## src/hdl/dlr_pkg.sv

```systemverilog
// ----------------------------------------------------------------------------
// dlr_pkg - shared definitions for the depth line rasterizer
// Field widths, request codes, step directions and the divider status.
// ----------------------------------------------------------------------------
package dlr_pkg;

  localparam int PIX_W       = 16;
  localparam int DEPTH_W     = 32;
  localparam int COLOUR_W    = 24;
  localparam int COORD_W_DEF = 16;

  localparam logic OP_START = 1'b0;
  localparam logic OP_STEP  = 1'b1;

  localparam logic signed [1:0] DIR_NEG  = -2'sd1;
  localparam logic signed [1:0] DIR_ZERO = 2'sd0;
  localparam logic signed [1:0] DIR_POS  = 2'sd1;

  typedef struct packed {
    logic busy;
    logic done;
  } dlr_div_stat_t;

endpackage

```

## src/hdl/dlr_req_if.sv

```systemverilog
// ----------------------------------------------------------------------------
// dlr_req_if - request channel of the rasterizer
// Start or step requests with the line endpoints, depths and colour.
// ----------------------------------------------------------------------------
interface dlr_req_if import dlr_pkg::*; ();
  logic                       valid;
  logic                       ready;
  logic                       operation;
  logic signed [PIX_W-1:0]    start_x;
  logic signed [PIX_W-1:0]    start_y;
  logic signed [PIX_W-1:0]    end_x;
  logic signed [PIX_W-1:0]    end_y;
  logic signed [DEPTH_W-1:0]  start_depth;
  logic signed [DEPTH_W-1:0]  end_depth;
  logic        [COLOUR_W-1:0] line_colour;

  modport source (output valid, operation, start_x, start_y, end_x, end_y,
                  start_depth, end_depth, line_colour, input ready);
  modport sink   (input valid, operation, start_x, start_y, end_x, end_y,
                  start_depth, end_depth, line_colour, output ready);
endinterface

```

## src/hdl/dlr_pix_if.sv

```systemverilog
// ----------------------------------------------------------------------------
// dlr_pix_if - pixel channel of the rasterizer
// One pixel per start request and per step request within a line: position, depth, colour and the last-pixel flag.
// ----------------------------------------------------------------------------
interface dlr_pix_if import dlr_pkg::*; ();
  logic                       valid;
  logic                       ready;
  logic signed [PIX_W-1:0]    pixel_x;
  logic signed [PIX_W-1:0]    pixel_y;
  logic signed [DEPTH_W-1:0]  pixel_depth;
  logic        [COLOUR_W-1:0] pixel_colour;
  logic                       last_pixel;

  modport source (output valid, pixel_x, pixel_y, pixel_depth, pixel_colour,
                  last_pixel, input ready);
  modport sink   (input valid, pixel_x, pixel_y, pixel_depth, pixel_colour,
                  last_pixel, output ready);
endinterface

```

## src/hdl/depth_line_rasterizer_core.sv

```systemverilog
// ----------------------------------------------------------------------------
// depth_line_rasterizer_core - Bresenham line walker with depth and colour
// ----------------------------------------------------------------------------
// A start request (operation 0) loads two endpoints, two depths and a colour
// and returns the first pixel; each step request (operation 1) returns the
// next pixel along the major axis, with last_pixel set on the final one. A
// step request with no line in progress is taken and returns nothing.
// Both channels are valid/ready; a request is taken when in_req.valid and
// in_req.ready are high at a rising clock edge, a pixel likewise on out_pix.
// Streaming: a step request loads its pixel straight into the output register,
// so pixels stream one per cycle while out_pix.ready stays high; so does a start
// request whose minor axis length is zero. Otherwise the depth step comes from a
// serial divider producing one quotient bit per cycle; the first pixel appears
// once the divider is done, and in_req.ready is low meanwhile.
// The pixel sits in an output register; a new request is taken in the cycle
// that pixel is taken, so a stalled receiver holds off further requests.
// Reset (rst_n low, synchronous) clears the walk state; no line is active.
// ----------------------------------------------------------------------------
module depth_line_rasterizer_core import dlr_pkg::*; #(
  parameter int COORD_WIDTH = COORD_W_DEF
) (
  input  logic      clk,
  input  logic      rst_n,
  dlr_req_if.sink   in_req,
  dlr_pix_if.source out_pix
);

  localparam int LEN_W = COORD_WIDTH + 1;
  localparam logic ST_IDLE = 1'b0;
  localparam logic ST_DIV  = 1'b1;
  localparam logic [DEPTH_W-1:0] SAT_MAX = {1'b0, {(DEPTH_W-1){1'b1}}};
  localparam logic [DEPTH_W-1:0] SAT_MIN = {1'b1, {(DEPTH_W-1){1'b0}}};

  logic                          state_r;
  logic                          active_r;
  logic signed [COORD_WIDTH-1:0] cur_x_r, cur_y_r;
  logic signed [DEPTH_W-1:0]     cur_depth_r;
  logic        [LEN_W-1:0]       error_acc_r;
  logic        [LEN_W-1:0]       steps_left_r;
  logic        [LEN_W-1:0]       major_len_r, minor_len_r;
  logic signed [1:0]             dir_x_r, dir_y_r;
  logic                          x_is_major_r;
  logic signed [DEPTH_W-1:0]     depth_step_r;
  logic        [COLOUR_W-1:0]    held_colour_r;

  logic                          out_valid_r;
  logic signed [PIX_W-1:0]       out_x_r, out_y_r;
  logic signed [DEPTH_W-1:0]     out_depth_r;
  logic        [COLOUR_W-1:0]    out_colour_r;
  logic                          out_last_r;

  logic                          in_fire;
  logic                          div_start;
  dlr_div_stat_t                 div_stat;
  logic signed [DEPTH_W-1:0]     div_quot;

  // setup path
  logic signed [COORD_WIDTH-1:0] ax, ay, bx, by;
  logic signed [LEN_W-1:0]       dx, dy;
  logic        [LEN_W-1:0]       adx, ady, major_in, minor_in;
  logic signed [1:0]             dir_x_in, dir_y_in;
  logic                          x_major_in;
  logic signed [DEPTH_W:0]       dz;

  // step path
  logic        [LEN_W-1:0]       err_sum;
  logic                          minor_step;
  logic signed [COORD_WIDTH-1:0] x_inc, y_inc, x_next, y_next;
  logic signed [DEPTH_W:0]       depth_sum;
  logic signed [DEPTH_W-1:0]     depth_sat, depth_next;
  logic        [LEN_W-1:0]       steps_dec;

  assign ax = in_req.start_x[COORD_WIDTH-1:0];
  assign ay = in_req.start_y[COORD_WIDTH-1:0];
  assign bx = in_req.end_x[COORD_WIDTH-1:0];
  assign by = in_req.end_y[COORD_WIDTH-1:0];

  assign dx  = LEN_W'(bx) - LEN_W'(ax);
  assign dy  = LEN_W'(by) - LEN_W'(ay);
  assign adx = dx[LEN_W-1] ? -dx : dx;
  assign ady = dy[LEN_W-1] ? -dy : dy;

  assign dir_x_in = (dx == '0) ? DIR_ZERO : (dx[LEN_W-1] ? DIR_NEG : DIR_POS);
  assign dir_y_in = (dy == '0) ? DIR_ZERO : (dy[LEN_W-1] ? DIR_NEG : DIR_POS);
  assign x_major_in = adx >= ady;
  assign major_in   = x_major_in ? adx : ady;
  assign minor_in   = x_major_in ? ady : adx;
  assign dz = (DEPTH_W+1)'(in_req.end_depth) - (DEPTH_W+1)'(in_req.start_depth);

  // The error stays below the major length, so the sum cannot overflow.
  assign err_sum    = error_acc_r + minor_len_r;
  assign minor_step = err_sum >= major_len_r;
  assign x_inc = cur_x_r + COORD_WIDTH'(dir_x_r);
  assign y_inc = cur_y_r + COORD_WIDTH'(dir_y_r);
  assign x_next = (x_is_major_r || minor_step) ? x_inc : cur_x_r;
  assign y_next = (!x_is_major_r || minor_step) ? y_inc : cur_y_r;

  assign depth_sum = (DEPTH_W+1)'(cur_depth_r) + (DEPTH_W+1)'(depth_step_r);
  assign depth_sat = (depth_sum[DEPTH_W] != depth_sum[DEPTH_W-1])
                     ? (depth_sum[DEPTH_W] ? SAT_MIN : SAT_MAX)
                     : depth_sum[DEPTH_W-1:0];
  assign depth_next = minor_step ? depth_sat : cur_depth_r;
  assign steps_dec  = steps_left_r - LEN_W'(1);

  assign in_req.ready = (state_r == ST_IDLE) && (!out_valid_r || out_pix.ready);
  assign in_fire      = in_req.valid && in_req.ready;
  assign div_start    = in_fire && (in_req.operation == OP_START) && (minor_in != '0);

  dlr_div #(.DIVISOR_W(LEN_W)) u_div (
    .clk      (clk),
    .rst_n    (rst_n),
    .start    (div_start),
    .dividend (dz),
    .divisor  (minor_in),
    .stat     (div_stat),
    .quotient (div_quot)
  );

  always_ff @(posedge clk) begin
    if (!rst_n) begin
      state_r       <= ST_IDLE;
      active_r      <= 1'b0;
      out_valid_r   <= 1'b0;
      cur_x_r       <= '0;
      cur_y_r       <= '0;
      cur_depth_r   <= '0;
      error_acc_r   <= '0;
      steps_left_r  <= '0;
      major_len_r   <= '0;
      minor_len_r   <= '0;
      dir_x_r       <= DIR_ZERO;
      dir_y_r       <= DIR_ZERO;
      x_is_major_r  <= 1'b0;
      depth_step_r  <= '0;
      held_colour_r <= '0;
    end else begin
      if (out_valid_r && out_pix.ready) begin
        out_valid_r <= 1'b0;
      end
      case (state_r)
        ST_IDLE: begin
          if (in_fire && (in_req.operation == OP_START)) begin
            cur_x_r       <= ax;
            cur_y_r       <= ay;
            cur_depth_r   <= in_req.start_depth;
            error_acc_r   <= major_in >> 1;
            steps_left_r  <= major_in;
            major_len_r   <= major_in;
            minor_len_r   <= minor_in;
            dir_x_r       <= dir_x_in;
            dir_y_r       <= dir_y_in;
            x_is_major_r  <= x_major_in;
            held_colour_r <= in_req.line_colour;
            active_r      <= (major_in != '0);
            out_x_r       <= PIX_W'(ax);
            out_y_r       <= PIX_W'(ay);
            out_depth_r   <= in_req.start_depth;
            out_colour_r  <= in_req.line_colour;
            out_last_r    <= (major_in == '0);
            if (minor_in == '0) begin
              depth_step_r <= '0;
              out_valid_r  <= 1'b1;
            end else begin
              state_r <= ST_DIV;
            end
          end else if (in_fire && (in_req.operation == OP_STEP) && active_r) begin
            error_acc_r  <= minor_step ? err_sum - major_len_r : err_sum;
            cur_x_r      <= x_next;
            cur_y_r      <= y_next;
            cur_depth_r  <= depth_next;
            steps_left_r <= steps_dec;
            active_r     <= (steps_dec != '0);
            out_x_r      <= PIX_W'(x_next);
            out_y_r      <= PIX_W'(y_next);
            out_depth_r  <= depth_next;
            out_colour_r <= held_colour_r;
            out_last_r   <= (steps_dec == '0);
            out_valid_r  <= 1'b1;
          end
        end
        ST_DIV: begin
          // hold until the depth step is known, then release the first pixel
          if (div_stat.done) begin
            depth_step_r <= div_quot;
            out_valid_r  <= 1'b1;
            state_r      <= ST_IDLE;
          end
        end
        default: begin
          state_r <= ST_IDLE;
        end
      endcase
    end
  end

  assign out_pix.valid        = out_valid_r;
  assign out_pix.pixel_x      = out_x_r;
  assign out_pix.pixel_y      = out_y_r;
  assign out_pix.pixel_depth  = out_depth_r;
  assign out_pix.pixel_colour = out_colour_r;
  assign out_pix.last_pixel   = out_last_r;

  a_busy_blocks_req: assert property (@(posedge clk) disable iff (!rst_n)
    div_stat.busy |-> !in_req.ready)
    else $error("request taken while the divider runs");

  a_done_in_div: assert property (@(posedge clk) disable iff (!rst_n)
    div_stat.done |-> state_r == ST_DIV)
    else $error("divider finished outside the divide state");

  a_no_pixel_in_div: assert property (@(posedge clk) disable iff (!rst_n)
    (state_r == ST_DIV) |-> !out_valid_r)
    else $error("pixel pending while the depth step is computed");

  a_last_ends_line: assert property (@(posedge clk) disable iff (!rst_n)
    (out_valid_r && out_last_r) |-> !active_r)
    else $error("last pixel flagged while the line is still active");

endmodule

```

## src/hdl/dlr_div.sv

```systemverilog
// ----------------------------------------------------------------------------
// dlr_div - serial depth step divider
// Signed depth delta over unsigned minor length, one quotient bit per cycle,
// truncated toward zero and saturated to the signed depth range.
// ----------------------------------------------------------------------------
module dlr_div import dlr_pkg::*; #(
  parameter int DIVISOR_W = COORD_W_DEF + 1
) (
  input  logic                       clk,
  input  logic                       rst_n,
  input  logic                       start,
  input  logic signed [DEPTH_W:0]    dividend,
  input  logic        [DIVISOR_W-1:0] divisor,
  output dlr_div_stat_t              stat,
  output logic signed [DEPTH_W-1:0]  quotient
);

  localparam int CNT_W = $clog2(DEPTH_W + 1);
  localparam logic [DEPTH_W-1:0] SAT_MAX = {1'b0, {(DEPTH_W-1){1'b1}}};
  localparam logic [DEPTH_W-1:0] SAT_MIN = {1'b1, {(DEPTH_W-1){1'b0}}};

  logic [CNT_W-1:0]     cnt_r;
  logic                 done_r;
  logic                 neg_r;
  logic [DEPTH_W-1:0]   mag_r;
  logic [DIVISOR_W-1:0] rem_r;
  logic [DIVISOR_W-1:0] dvs_r;

  logic signed [DEPTH_W:0] dividend_neg;
  logic [DEPTH_W-1:0]      dividend_mag;
  logic [DIVISOR_W:0]      trial;
  logic [DIVISOR_W:0]      diff;
  logic                    qbit;

  assign dividend_neg = -dividend;
  assign dividend_mag = dividend[DEPTH_W] ? dividend_neg[DEPTH_W-1:0]
                                          : dividend[DEPTH_W-1:0];

  assign trial = {rem_r, mag_r[DEPTH_W-1]};
  assign diff  = trial - {1'b0, dvs_r};
  assign qbit  = trial >= {1'b0, dvs_r};

  always_ff @(posedge clk) begin
    if (!rst_n) begin
      cnt_r  <= '0;
      done_r <= 1'b0;
    end else begin
      done_r <= (cnt_r == CNT_W'(1));
      if (start) begin
        cnt_r <= CNT_W'(DEPTH_W);
      end else if (cnt_r != '0) begin
        cnt_r <= cnt_r - CNT_W'(1);
      end
    end
  end

  // Quotient bits shift in as dividend bits shift out.
  always_ff @(posedge clk) begin
    if (start) begin
      neg_r <= dividend[DEPTH_W];
      mag_r <= dividend_mag;
      rem_r <= '0;
      dvs_r <= divisor;
    end else if (cnt_r != '0) begin
      mag_r <= {mag_r[DEPTH_W-2:0], qbit};
      rem_r <= qbit ? diff[DIVISOR_W-1:0] : trial[DIVISOR_W-1:0];
    end
  end

  always_comb begin
    if (neg_r) begin
      quotient = mag_r[DEPTH_W-1] ? SAT_MIN : -mag_r;
    end else begin
      quotient = mag_r[DEPTH_W-1] ? SAT_MAX : mag_r;
    end
  end

  assign stat.busy = (cnt_r != '0);
  assign stat.done = done_r;

  a_done_after_busy: assert property (@(posedge clk) disable iff (!rst_n)
    stat.done |-> $past(cnt_r) == CNT_W'(1))
    else $error("divider done without a final iteration");

  a_busy_no_restart: assert property (@(posedge clk) disable iff (!rst_n)
    start |=> cnt_r == CNT_W'(DEPTH_W))
    else $error("divider did not load its iteration count");

  a_done_pulse: assert property (@(posedge clk) disable iff (!rst_n)
    stat.done |=> !stat.done || $past(start, 2))
    else $error("divider done held over two cycles");

endmodule
```

## src/flat_wrapper.sv

```systemverilog
// flat-port wrapper written by rule: the top's interface ports become plain ports
module depth_line_rasterizer_core_flat import dlr_pkg::*;
#(
  parameter int COORD_WIDTH = COORD_W_DEF
)
  (clk, rst_n, in_req_valid, in_req_operation, in_req_start_x, in_req_start_y, in_req_end_x, in_req_end_y, in_req_start_depth, in_req_end_depth, in_req_line_colour, in_req_ready, out_pix_valid, out_pix_pixel_x, out_pix_pixel_y, out_pix_pixel_depth, out_pix_pixel_colour, out_pix_last_pixel, out_pix_ready);
  dlr_req_if in_req_i ();
  dlr_pix_if out_pix_i ();
  input  logic clk;
  input  logic rst_n;
  input wire logic [$bits(in_req_i.valid)-1:0] in_req_valid;
  input wire logic [$bits(in_req_i.operation)-1:0] in_req_operation;
  input wire logic [$bits(in_req_i.start_x)-1:0] in_req_start_x;
  input wire logic [$bits(in_req_i.start_y)-1:0] in_req_start_y;
  input wire logic [$bits(in_req_i.end_x)-1:0] in_req_end_x;
  input wire logic [$bits(in_req_i.end_y)-1:0] in_req_end_y;
  input wire logic [$bits(in_req_i.start_depth)-1:0] in_req_start_depth;
  input wire logic [$bits(in_req_i.end_depth)-1:0] in_req_end_depth;
  input wire logic [$bits(in_req_i.line_colour)-1:0] in_req_line_colour;
  output wire logic [$bits(in_req_i.ready)-1:0] in_req_ready;
  output wire logic [$bits(out_pix_i.valid)-1:0] out_pix_valid;
  output wire logic [$bits(out_pix_i.pixel_x)-1:0] out_pix_pixel_x;
  output wire logic [$bits(out_pix_i.pixel_y)-1:0] out_pix_pixel_y;
  output wire logic [$bits(out_pix_i.pixel_depth)-1:0] out_pix_pixel_depth;
  output wire logic [$bits(out_pix_i.pixel_colour)-1:0] out_pix_pixel_colour;
  output wire logic [$bits(out_pix_i.last_pixel)-1:0] out_pix_last_pixel;
  input wire logic [$bits(out_pix_i.ready)-1:0] out_pix_ready;
  assign in_req_i.valid = in_req_valid;
  assign in_req_i.operation = in_req_operation;
  assign in_req_i.start_x = in_req_start_x;
  assign in_req_i.start_y = in_req_start_y;
  assign in_req_i.end_x = in_req_end_x;
  assign in_req_i.end_y = in_req_end_y;
  assign in_req_i.start_depth = in_req_start_depth;
  assign in_req_i.end_depth = in_req_end_depth;
  assign in_req_i.line_colour = in_req_line_colour;
  assign in_req_ready = in_req_i.ready;
  assign out_pix_valid = out_pix_i.valid;
  assign out_pix_pixel_x = out_pix_i.pixel_x;
  assign out_pix_pixel_y = out_pix_i.pixel_y;
  assign out_pix_pixel_depth = out_pix_i.pixel_depth;
  assign out_pix_pixel_colour = out_pix_i.pixel_colour;
  assign out_pix_last_pixel = out_pix_i.last_pixel;
  assign out_pix_i.ready = out_pix_ready;
  depth_line_rasterizer_core #(.COORD_WIDTH(COORD_WIDTH)) u_core (.clk(clk), .rst_n(rst_n), .in_req(in_req_i), .out_pix(out_pix_i));
endmodule
```

## config.mk

```make
export PLATFORM = sky130hd
export DESIGN_NAME = depth_line_rasterizer_core_flat
export DESIGN_NICKNAME = d
export VERILOG_FILES = /design/src/hdl/dlr_pkg.sv /design/src/hdl/dlr_req_if.sv /design/src/hdl/dlr_pix_if.sv /design/src/hdl/depth_line_rasterizer_core.sv /design/src/hdl/dlr_div.sv /design/src/flat_wrapper.sv
export SDC_FILE = /design/constraint.sdc
export NUM_CORES = 1
export LEC_CHECK = 0
export BUFFER_PORTS_ARGS = -buffer_cell sky130_fd_sc_hd__buf_2
export CAP_MARGIN = 20
export CORE_ASPECT_RATIO = 1.25
export CORE_MARGIN = 2
export CORE_UTILIZATION = 55
export CTS_BUF_LIST = sky130_fd_sc_hd__clkbuf_4
export CTS_CLUSTER_SIZE = 10
export DETAILED_ROUTE_END_ITERATION = 10
export PLACE_DENSITY = 0.81
export REMOVE_ABC_BUFFERS = 1
export SLEW_MARGIN = 20
export SYNTH_ARGS = -nofsm -noshare
export SYNTH_HDL_FRONTEND = slang
export SYNTH_HIERARCHICAL = 1
export SYNTH_SLANG_ARGS = --single-unit
```

## constraint.sdc

```tcl
create_clock -name clk -period 23.8 [get_ports clk]
set_clock_uncertainty 0.1 [all_clocks]
set_input_delay 4.76 -clock clk [delete_from_list [all_inputs] [get_ports clk]]
set_output_delay 4.76 -clock clk [all_outputs]
set_load 0.005 [all_outputs]
```

## Word-level counts from Yosys, hierarchy flattened

Index checks and enable logic that the tools add are counted.

| cells by class | value |
|---|---|
| add/sub/neg operators | 15 |
| magnitude comparators | 3 |
| equal/unequal tests | 5 |
| muxes and demuxes | 53 |
| bitwise gates (word level) | 3 |
| reduce and logical (&&, ||, !) cells | 28 |

Operator list:

| kind | number |
|---|---|
| $mux W32 | 13 |
| $mux W17 | 10 |
| $mux W16 | 6 |
| $logic_not A17 Y1 | 5 |
| $neg A32 Y32 | 2 |
| $pmux W32 S2 | 1 |
| $reduce_bool A17 Y1 | 3 |
| $mux W24 | 2 |
| $ge A17 B17 Y1 | 2 |
| $neg A17 Y17 | 2 |
| $sub A16 B16 Y17 | 2 |
| $sub A17 B17 Y17 | 2 |
| $add A32 B32 Y33 | 1 |
| $sub A32 B32 Y33 | 1 |
| $add A16 B2 Y16 | 2 |
| $mux W31 | 1 |
| $ge A18 B17 Y1 | 1 |
| $add A17 B17 Y17 | 1 |
| $sub A17 B1 Y17 const B | 1 |
| $mux W1 | 12 |
| $mux W6 | 2 |
| $mux W2 | 4 |
| $logic_and A1 B1 Y1 | 7 |
| $eq A6 B1 Y1 const B | 1 |
| 12 further kinds | 23 |

| word-level totals | value |
|---|---|
| register bits after elaboration | 359 |
| input port bits | 157 |
| output and inout bits | 91 |
| logic and storage cells | 134 |

## Logic depth before layout (Yosys ltp)

Gate-level depths: netlist (run 1).

| logic depth | value |
|---|---|
| word-level depth | 9 |
| depth in mapped cells | 27 |
| mapped depth without buffers | 26 |

## By module

Netlist (run 1), hierarchy kept.

Modules (own cells, without submodules):

| module | instances | cells an instance | area each (µm²) | seq. area each (µm²) |
|---|---|---|---|---|
| depth_line_rasterizer_core | 1 | 2,608 | 21,371.7 | 6,596.3 |
| dlr_div | 1 | 650 | 5,434.0 | 1,981.9 |

## Worst setup path after synthesis (run 1)

No wires, ideal clock.

| path | value |
|---|---|
| kind | input to register |
| start | in in_req_end_x[0] |
| end | reg u_core.u_div.mag_r[0], enable pin |
| setup time | 0.387 ns |
| data arrival time | 11.169 ns |
| required time | 23.313 ns |
| path slack | 12.144 ns |
| stages on the path | 25 |
| path buffers | 2 |
| cell sequence | inv_1 > ha_1 > fa_1 > nand2b_1 > a21oi_1 > xor2_1 > or3_1 > or3_1 > nor3b_1 > nand3_1 > o21ai_0 > xor2_1 > inv_1 > ha_1 > and3_1 > o21ai_0 > a31oi_1 > a31o_2 > nor3_4 > buf_2 > o21ai_1 > a21oi_1 > nor2_1 > clkbuf_1 > inv_1 |

| between the ends | value |
|---|---|
| cells in the longest elaborated chain, start to end | 8 |

Ends and longest elaborated chain:

| what | RTL line | text |
|---|---|---|
| start, declared | flat_wrapper.sv:15 | `input wire logic [$bits(in_req_i.end_x)-1:0] in_req_end_x;` |
| $sub A16 B16 Y17 * | depth_line_rasterizer_core.sv:78 | `assign dx = LEN_W'(bx) - LEN_W'(ax);` |
| $neg A17 Y17 | depth_line_rasterizer_core.sv:80 | `assign adx = dx[LEN_W-1] ? -dx : dx;` |
| $mux W17 * | depth_line_rasterizer_core.sv:80 |  |
| $ge A17 B17 Y1 | depth_line_rasterizer_core.sv:85 | `assign x_major_in = adx >= ady;` |
| $mux W17 * | depth_line_rasterizer_core.sv:87 | `assign minor_in = x_major_in ? ady : adx;` |
| $reduce_bool A17 Y1 * | depth_line_rasterizer_core.sv:107 | `assign div_start = in_fire && (in_req.operation == OP_START) && (minor_in != '0);` |
| $logic_and A1 B1 Y1 * | depth_line_rasterizer_core.sv:107 |  |
| net u_core.div_start | depth_line_rasterizer_core.sv:53 | `logic div_start;` |
| $reduce_bool A2 Y1 (no line) * | - |  |
| end signal, assigned | dlr_div.sv:61 | `mag_r <= dividend_mag;` |
| end signal, assigned | dlr_div.sv:65 | `mag_r <= {mag_r[DEPTH_W-2:0], qbit};` |
| end, declared | dlr_div.sv:25 | `logic [DEPTH_W-1:0] mag_r;` |

Mark *: on every way through the listed nets, which the timed path passes. The rest lies on a longest branch.
A chain may end at the register's enable or synchronous reset.

## Worst setup path in the final report (run 1)

| path | value |
|---|---|
| start | in in_req_start_x[0] |
| end | reg u_core.u_div.cnt_r[4] |

| between the ends | value |
|---|---|
| cells in the longest elaborated chain, start to end | 8 |

Ends and longest elaborated chain:

| what | RTL line | text |
|---|---|---|
| start, declared | flat_wrapper.sv:13 | `input wire logic [$bits(in_req_i.start_x)-1:0] in_req_start_x;` |
| $sub A16 B16 Y17 * | depth_line_rasterizer_core.sv:78 |  |
| $neg A17 Y17 | depth_line_rasterizer_core.sv:80 |  |
| $mux W17 * | depth_line_rasterizer_core.sv:80 |  |
| $ge A17 B17 Y1 | depth_line_rasterizer_core.sv:85 |  |
| $mux W17 * | depth_line_rasterizer_core.sv:87 |  |
| $reduce_bool A17 Y1 * | depth_line_rasterizer_core.sv:107 |  |
| $logic_and A1 B1 Y1 * | depth_line_rasterizer_core.sv:107 |  |
| net u_core.div_start | depth_line_rasterizer_core.sv:53 |  |
| $reduce_or A2 Y1 (no line) * | - |  |
| end signal, assigned | dlr_div.sv:50 | `cnt_r <= CNT_W'(DEPTH_W);` |
| end signal, assigned | dlr_div.sv:52 | `cnt_r <= cnt_r - CNT_W'(1);` |
| end, declared | dlr_div.sv:22 | `logic [CNT_W-1:0] cnt_r;` |

Marks and branches as above.

==> out/qor.csv, run 1 <==
metric,value,unit
total_power,3.38,mW
status,completed,
hold_viol_final,0,
fin_nets,3845,
drt_iter0_markers,1602,
antenna_left,0,
reg2reg_to,u_core/out_pix.pixel_depth[28],
clockRootBuffer,clkbuf_4,
io_pins,248,
syn_area,26800,µm²
synth_warnings,6,
p_sw_frac,0.457,
clkSinkCount,359,
grt_max_degree,92,
seq_area,8580,µm²
h-tree-depth,3,
nFillCells,4439,
areaGrowthSynthToFinish,10.9,%
cts_buffers,89,
clockBufferDepth,3,
synth_top_family_by_area,compound AO/OA/AOI/OAI gates,
hold_ws,0.342,ns
min_path_type,flip-flop to flip-flop,
netlist.area_leader.share,0.164,
rrSetupSlack,17.01,ns
tightest_slew,1.08,ns
leakage,13.0,nW
synthTopCellsByArea,"dfxtp_1 16%, edfxtp_1 16%, ha_1 9.3%, a21oi_1 5.7%, nand2_1 5.0%",
p_switching,1.55,mW
synthAdderAreaFrac,0.100,
synthSimpleGateAreaFrac,0.180,
cts_tree,yes,
synth_async_sr_flop_share,0,
cts.clk_slew.worst_paths,0.06,ns
drc,0,
fin_crit_sh,0.447,
cp_max_fo,91,
final_cell_count_no_fill,4196,
first_pass_iters,6,
synth_xor_area_frac,0.0712,
p_comb_frac,0.557,
worstPathRequired,24.38,ns
syn_inst,3258,
grt_remaining_overflow,0,
synth_commonest_cells,"356 x nand2_1, 305 x a21oi_1, 268 x nor2_1, 220 x dfxtp_1, 203 x inv_1",
timing.critical_path.buf_inv,4,
dp_slack,12.39,ns
ff2ff_path_depth,22,
rsz0062_at_grt,no,
cts_hold_buffers,0,
hold_path.startpoint,u_core/major_len_r[3],
drive_gt1_frac,0.139,
synth_compound_area_frac,0.254,
max_stage_delay,0.74,ns
rows,90,
dieArea,50500,µm²
multiInputGateArea,16900,µm²
die_w,201,µm
hold_path_end,u_core/major_len_r[3],
post_cts_buffers,0,
p_seq_frac,0.282,
worst_slack,13.16,ns
p_per_area,114,nW/µm²
syn_avg_cell_area,8.23,µm²
vias,25300,
startpoint_type,input pin,
critical_path_class,input pin to flip-flop,
viasPerCell,6.03,
clk_latency,0.84,ns
max_slew_margin,0.274,
grt_first_pass_wirelength,120000,µm
min_path_cells,2,
gr-usage-all-layers,0.292,
synth-edff-count,139,
fp.dieH,251,µm
antenna_found_initial,2,
first_global_vias,24400,
dp_hpwl,56100,µm
clock.fmax,0.0939,GHz
setup_viol,0,
io_buffers,247,
core_area,48200,µm²
gp_congestion,0.981,
routed_wl,75800,µm
postCtsResizedCells,0,
synthMuxAreaShare,0.0234,
synthDistinctLibCells,96,
wl_per_cell,18.1,µm
crit_slowest_cell,buf_4,
period_needed,10.64,ns
dp_cells,4031,
start_util,0.556,
slew_viol_final,0,
cp_top_family,simple AND/OR/NAND/NOR gates,
p_int,1.84,mW
yosys.area.top_type,dfxtp_1,
synth_seq_area_share,0.320,
yosysMostFrequentCell,nand2_1,
yosys_most_used_dff,dfxtp_1,
arrival,11.22,ns
synth_seq_cells,359,
r2r-start,u_core/error_acc_r[0],
cp-end-kind,flip-flop,
p_clk_frac,0.161,
maxCapViolCount,0,
setup_tns,0,ns
ir_drop,0.115,mV
placed cells by master, fill, tap and decap left out, types with 72 or more instances in the layout:
| cell | count |
|---|---|
| a21o_1 | 85 |
| a21oi_1 | 302 |
| buf_2 | 247 |
| clkbuf_4 | 131 |
| dfxtp_1 | 220 |
| edfxtp_1 | 139 |
| ha_1 | 200 |
| inv_1 | 200 |
| nand2_1 | 356 |
| nand3_1 | 72 |
| nor2_1 | 265 |
| nor3_1 | 82 |
| o21ai_0 | 183 |
| xnor2_1 | 114 |
| xor2_1 | 104 |
per-stage QoR:
step,cell area [µm²],utilization
5_1_grt,29700,0.617
6_report,29700,0.617
3_3_place_gp,28500,0.592
2_1_floorplan,26200,-
4_1_cts,29700,0.616
3_5_place_dp,28500,0.592
kinds of logic after synthesis:
logic type                 count (synthesis)
and+or+nand+nor                         1032
AOI/OAI and AO/OA                       1029
DFF                                      359
buffers and inverters                    351
xor gates and xnor gates                 218
adders and majority gates                209
muxes                                     60
power by group through the flow:
stage	registers [mW]	logic [mW]	clock network [mW]
3_5_place_dp	0.962	1.83	0
2_1_floorplan	0.945	1.33	0
3_3_place_gp	0.962	1.80	0
4_1_cts	0.951	1.84	0.559
6_report	0.954	1.89	0.544
5_1_grt	0.970	2.06	0.589
flip-flops by register name, indices dropped and copies added (netlist names), 24 cells and up:
name / flops
u_core/out_pix.pixel_colour: 24
u_core/out_pix.pixel_depth: 32
u_core/held_colour_r: 24
u_core/cur_depth_r: 32
u_core/depth_step_r: 32
u_core/u_div/mag_r: 32
worst min-delay path: stages (launching register included):
cell	delay [ns]
dfxtp_1	0.31
nand2_1	0.05
nand2_1	0.04
area by class of cell:
class,count,share of cell area
Inverter,204,0.0259
Clock buffer,131,0.0331
Clock inverter,31,0.00678
Tap cell,644,0.0271
Timing Repair Buffer,277,0.0494
Multi-Input combinational cell,2548,0.569
Sequential cell,359,0.289
Antenna cell,2,0.000168
worst max path at each step:
stage	startpoint	end	slack, ns	cells past startpoint
floorplan	in_req_end_x[0]	u_core/u_div/mag_r[0]	8.08	23
global placement	in_req_start_x[0]	u_core/u_div/mag_r[30]	12.23	24
detailed placement	in_req_start_x[0]	u_core/u_div/cnt_r[4]	12.39	25
CTS	in_req_start_x[0]	u_core/u_div/cnt_r[4]	13.26	25
global route	in_req_start_x[0]	u_core/u_div/cnt_r[4]	12.70	25
finish	in_req_start_x[0]	u_core/u_div/cnt_r[4]	13.16	25
layer usage:
metal | wire length [µm] | global-route usage | vias up
met3 | 4040 | 0.0337 | 209
met1 | 29700 | 0.325 | 11800
met5 | 0 | 0 | -
met2 | 38300 | 0.537 | 880
met4 | 3770 | 0.164 | 0
li1 | - | - | 12400
Note: power is estimated with default switching activity, not from simulation.
==> inputs of run 2 (changes only) <==
==> constraint.sdc (replaced) <==
create_clock -name clk -period 10.3 [get_ports clk]
set_clock_uncertainty 0.1 [all_clocks]
set_input_delay 2.06 -clock clk [delete_from_list [all_inputs] [get_ports clk]]
set_output_delay 2.06 -clock clk [all_outputs]
set_load 0.005 [all_outputs]
==> out/qor.csv, run 2 (synthesis gave the netlist of run 1 again) <==
metric,value,unit,change
status,completed,,
setup_tns,0,ns,unchanged
grt_first_pass_wirelength,121000,µm,+0.26%
setup_viol,0,,unchanged
final_cell_mix,"356 x nand2_1, 302 x a21oi_1, 265 x nor2_1",,
critical_path_class,input pin to flip-flop,,
antenna_found_initial,1,,-1
startpoint_type,input pin,,
final_common_cell,nand2_1,,
areaGrowthSynthToFinish,11.1,%,
dp_hpwl,56600,µm,+0.85%
vias,25300,,+0.020%
crit_slowest_cell,buf_4,,
core_area,48200,µm²,unchanged
cts.clk_slew.worst_paths,0.06,ns,about the same
rows,90,,unchanged
start_util,0.556,,unchanged
fin_crit_sh,0.762,,
cts_tree,yes,,
hold_viol_final,0,,unchanged
cts_hold_buffers,0,,unchanged
final_util,0.618,,+0.00120
antenna_left,0,,unchanged
grt_max_degree,93,,+1.1%
cts_buffers,91,,+2.2%
grt_remaining_overflow,0,,unchanged
cp_top_family,simple AND/OR/NAND/NOR gates,,
viasPerCell,6.02,,-0.15%
drc,0,,unchanged
postCtsResizedCells,0,,unchanged
arrival,8.46,ns,-2.76 ns
rsz0062_at_grt,no,,
nFillCells,4420,,-0.43%
fin_area,29800,µm²,+0.19%
max_stage_delay,0.72,ns,-0.02 ns
cp-end-kind,flip-flop,,
fp.dieH,251,µm,unchanged
timing.critical_path.buf_inv,3,,-1
dieArea,50500,µm²,unchanged
clockBufferDepth,3,,unchanged
fin_nets,3848,,+0.078%
clockRootBuffer,clkbuf_4,,
period_needed,7.85,ns,
post_cts_buffers,0,,unchanged
crit_chain,buf_2 > ha_1 > fa_1 > nand2b_1 > a21oi_1 > xor2_1 > or3_1 > or3_1 > nor3b_1 > nand3_1 > o21ai_0 > xor2_1 > inv_1 > ha_1 > and3_1 > o21ai_0 > a31oi_1 > a31o_2 > nor3_4 > o21ai_1 > a21oi_4 > buf_4 > nand2b_1 > nor3_1,,
clk_latency,0.87,ns,+0.03 ns
die_w,201,µm,unchanged
min_path_type,flip-flop to flip-flop,,
first_pass_iters,5,,-1
io_buffers,247,,unchanged
first_global_vias,24100,,-1.2%
gr-usage-all-layers,0.294,,+0.00222
leakage,13.0,nW,+0.28%
clock.fmax,0.127,GHz,
maxCapViolCount,0,,unchanged
cp_max_fo,92,,+1.1%
drive_gt1_frac,0.141,,+0.00226
p_per_area,265,nW/µm²,+130%
placed_area,28500,µm²,about the same
wl_per_cell,18.2,µm,+0.61%
slew_viol_final,0,,unchanged
clkSinkCount,359,,unchanged
h-tree-depth,3,,unchanged
tightest_slew,1.17,ns,+0.0840 ns
max_slew_margin,0.220,,-0.0542
worstPathRequired,10.91,ns,-13.47 ns
gp_congestion,0.985,,+0.34%
io_pins,248,,unchanged
routed_wl,76400,µm,+0.77%
drt_iter0_markers,1562,,-2.5%
ir_drop,0.237,mV,+110%
## run 2: metal layers
metal	track usage	wire length, µm	part of all wire	vias to the layer above
li1	-	-	-	12400
met1	0.330	29400	0.39	11800
met2	0.537	38800	0.51	851
met3	0.0474	4780	0.063	199
met4	0.147	3350	0.044	0
met5	0	0	0	-
## run 2: power breakdown
| part | internal (mW) | total, mW | switching [mW] |
|---|---|---|---|
| logic | 1.62 | 4.36 | 2.74 |
| clock network | 0.702 | 1.32 | 0.616 |
| registers | 1.95 | 2.21 | 0.256 |
## run 2: final timing paths
kind,endpoint,slack (ns),from,depth (start not counted)
worst min register to register,u_core/major_len_r[16],0.35,u_core/major_len_r[16],2
worst max-delay path,u_core/u_div/cnt_r[3],2.45,in_req_start_x[0],24
worst min-delay path,u_core/major_len_r[16],0.35,u_core/major_len_r[16],2
worst max register to register,u_core/out_pix.pixel_depth[28],3.69,u_core/error_acc_r[0],22
## run 2: stage by stage
| stage | hold WS [ns] | instances | power [mW] | setup slack [ns] |
|---|---|---|---|---|
| 6_report | 0.345 | 4203 | 7.88 | 2.45 |
| 5_1_grt | 0.361 | 4203 | 8.44 | 2.09 |
| 4_1_cts | 0.346 | 4201 | 7.84 | 2.56 |
| 3_5_place_dp | 0.336 | 4033 | 6.49 | 1.64 |
| 3_3_place_gp | 0.329 | 4033 | 6.43 | 1.83 |
| 2_1_floorplan | 0.322 | 3111 | 5.26 | -2.72 |
## run 2: worst reg2reg max path: cells and delay by family (launching register included)
family / cells / cell delay [ns]
AOI/OAI and AO/OA: 10 / 2.62
adders and majority gates: 3 / 1.09
buffers and inverters: 3 / 0.83
DFF: 1 / 0.32
and+or+nand+nor: 6 / 1.36
## run 2: final cells by class
class / instances / area (µm²) / area share
multi-input cells: 2548 / 16900 / 0.568
flip-flops and latches: 359 / 8580 / 0.288
repair buffers: 278 / 1470 / 0.0493
clock buffers: 142 / 1070 / 0.0358
well taps: 644 / 806 / 0.0271
inverters: 204 / 769 / 0.0258
clock inverters: 26 / 184 / 0.00617
diodes: 2 / 5.00 / 0.000168
==> inputs of run 3 (changes only) <==
==> constraint.sdc (replaced) <==
create_clock -name clk -period 7.8 [get_ports clk]
set_clock_uncertainty 0.1 [all_clocks]
set_input_delay 1.56 -clock clk [delete_from_list [all_inputs] [get_ports clk]]
set_output_delay 1.56 -clock clk [all_outputs]
set_load 0.005 [all_outputs]
==> out/qor.csv, run 3 (synthesis gave the netlist of run 1 again) <==
metric,value,unit,change
fin_area,29900,µm²,+0.22%
slew_viol_final,0,,unchanged
grt_remaining_overflow,0,,unchanged
clockBufferDepth,3,,unchanged
drive_gt1_frac,0.144,,+0.00241
clk_latency,0.85,ns,-0.02 ns
vias,25600,,+0.98%
dp_hpwl,57800,µm,+2.2%
worst_slack,0.904,ns,-1.55 ns
min_path_cells,2,,unchanged
core_area,48200,µm²,unchanged
gp_congestion,0.992,,+0.78%
routed_wl,77500,µm,+1.5%
cp_max_fo,69,,-25%
p_per_area,347,nW/µm²,+31%
cts_tree,yes,,
first_global_vias,24600,,+2.2%
io_pins,248,,unchanged
first_pass_iters,6,,+1
clkSinkCount,359,,unchanged
fp.dieH,251,µm,unchanged
tightest_slew,1.12,ns,-0.0519 ns
grt_max_degree,78,,-16%
io_buffers,247,,unchanged
antenna_left,0,,unchanged
cts.clk_slew.worst_paths,0.07,ns,about the same
multiInputGateArea,16900,µm²,about the same
areaGrowthSynthToFinish,11.4,%,
clock.fmax,0.145,GHz,
rows,90,,unchanged
hold_path_end,u_core/major_len_r[16],,
min_path_type,flip-flop to flip-flop,,
status,completed,,
dp_slack,0.161,ns,-1.48 ns
reg2reg_to,u_core/out_pix.pixel_depth[28],,
h-tree-depth,3,,unchanged
drc,0,,unchanged
cp-end-kind,flip-flop,,
maxCapViolCount,0,,unchanged
nFillCells,4395,,-0.57%
ff2ff_path_depth,21,,-4.5%
setup_viol,0,,unchanged
postCtsResizedCells,0,,unchanged
ir_drop,0.318,mV,+34%
rsz0062_at_grt,no,,
seq_area,8580,µm²,unchanged
critical_path_class,input pin to flip-flop,,
startpoint_type,input pin,,
hold_path.startpoint,u_core/major_len_r[16],,
hold_viol_final,0,,unchanged
final_util,0.619,,+0.00138
die_w,201,µm,unchanged
cts_buffers,90,,-1.1%
routed-wl-met2,39200,µm,+1.0%
post_cts_buffers,0,,unchanged
wl_met3,4370,µm,-8.6%
final_cell_mix,"356 x nand2_1, 302 x a21oi_1, 264 x nor2_1",,
max_slew_margin,0.254,,+0.0337
worstPathRequired,8.37,ns,-2.54 ns
cts_hold_buffers,0,,unchanged
fin_nets,3856,,+0.21%
fin_crit_sh,0.884,,
final_common_cell,nand2_1,,
r2r-start,u_core/error_acc_r[0],,
period_needed,6.90,ns,
arrival,7.46,ns,-1.00 ns
top_layer,met4,,
gr-usage-all-layers,0.299,,+0.00502
start_util,0.556,,unchanged
met1_length,30500,µm,+3.5%
drt_iter0_markers,1925,,+23%
grt_first_pass_wirelength,123000,µm,+1.9%
clockRootBuffer,clkbuf_4,,
viasPerCell,6.07,,+0.69%
rrSetupSlack,1.83,ns,-1.86 ns
dieArea,50500,µm²,unchanged
antenna_found_initial,3,,+2
placed_area,28600,µm²,+0.31%
leakage,13.1,nW,+0.15%
wl_per_cell,18.4,µm,+1.2%
setup_tns,0,ns,unchanged
[run 3: cell count changes in the layout (fill, tap and decap cells not counted), moves of 2 or more]
cell / previous run / this run
bufinv_16: 3 / 1
diode_2: 2 / 4
clkinv_2: 4 / 2
inv_2: 3 / 1
clkinvlp_4: 1 / 4
buf_4: 31 / 39
[run 3: final cells by class]
cell class | count | share of cell area
multi-input combinational | 2548 | 0.567
antenna | 4 | 0.000335
clock buffer | 143 | 0.0360
tap | 644 | 0.0270
clock inverter | 26 | 0.00503
timing repair buffer | 287 | 0.0519
inverter | 204 | 0.0258
sequential | 359 | 0.287
[run 3: worst max path at each step]
| stage | start | endpoint |
|---|---|---|
| after CTS | in_req_start_x[0] | u_core/u_div/cnt_r[2] |
| after detailed placement | in_req_start_x[0] | u_core/u_div/cnt_r[2] |
| after global routing | in_req_start_x[0] | u_core/u_div/cnt_r[4] |
| final | in_req_start_x[0] | u_core/u_div/cnt_r[4] |
| after floorplan | in_req_end_x[0] | u_core/u_div/mag_r[0] |
| after global placement | in_req_start_x[0] | u_core/u_div/cnt_r[4] |
[run 3: report_power, final]
group,switching (mW),internal [mW]
clock,0.813,0.870
combinational,3.59,2.16
sequential,0.354,2.58
total,4.76,5.61
[run 3: metal layers]
layer  vias to the layer above  GRT usage
li1                      12500          -
met1                     11900      0.340
met2                       941      0.541
met3                       218     0.0410
met4                         0      0.161
met5                         -          0
[run 3: critical path, stage by stage]
cell and delay (ns):
buf_2 0.11, ha_1 0.22, fa_1 0.42, nand2b_1 0.24
a21oi_1 0.26, xor2_1 0.15, or3_1 0.46, or3_1 0.39
nor3b_1 0.39, nand3_1 0.11, o21ai_0 0.20, xor2_1 0.31
inv_1 0.09, ha_1 0.31, and3_1 0.20, o21ai_0 0.07
a31oi_1 0.08, a31o_2 0.29, nor3_4 0.25, o21ai_1 0.16
a21oi_4 0.24, buf_4 0.55, nand2b_1 0.28, nor3_1 0.08
[run 3: metrics by stage]
step                      total power, mW  instances  hold WS (ns)
after global placement               8.50       4042         0.332
after detailed placement             8.59       4042         0.335
after CTS                            10.3       4211         0.346
after global routing                 11.1       4215         0.368
after floorplan                      6.94       3111         0.322
final                                10.4       4215         0.341
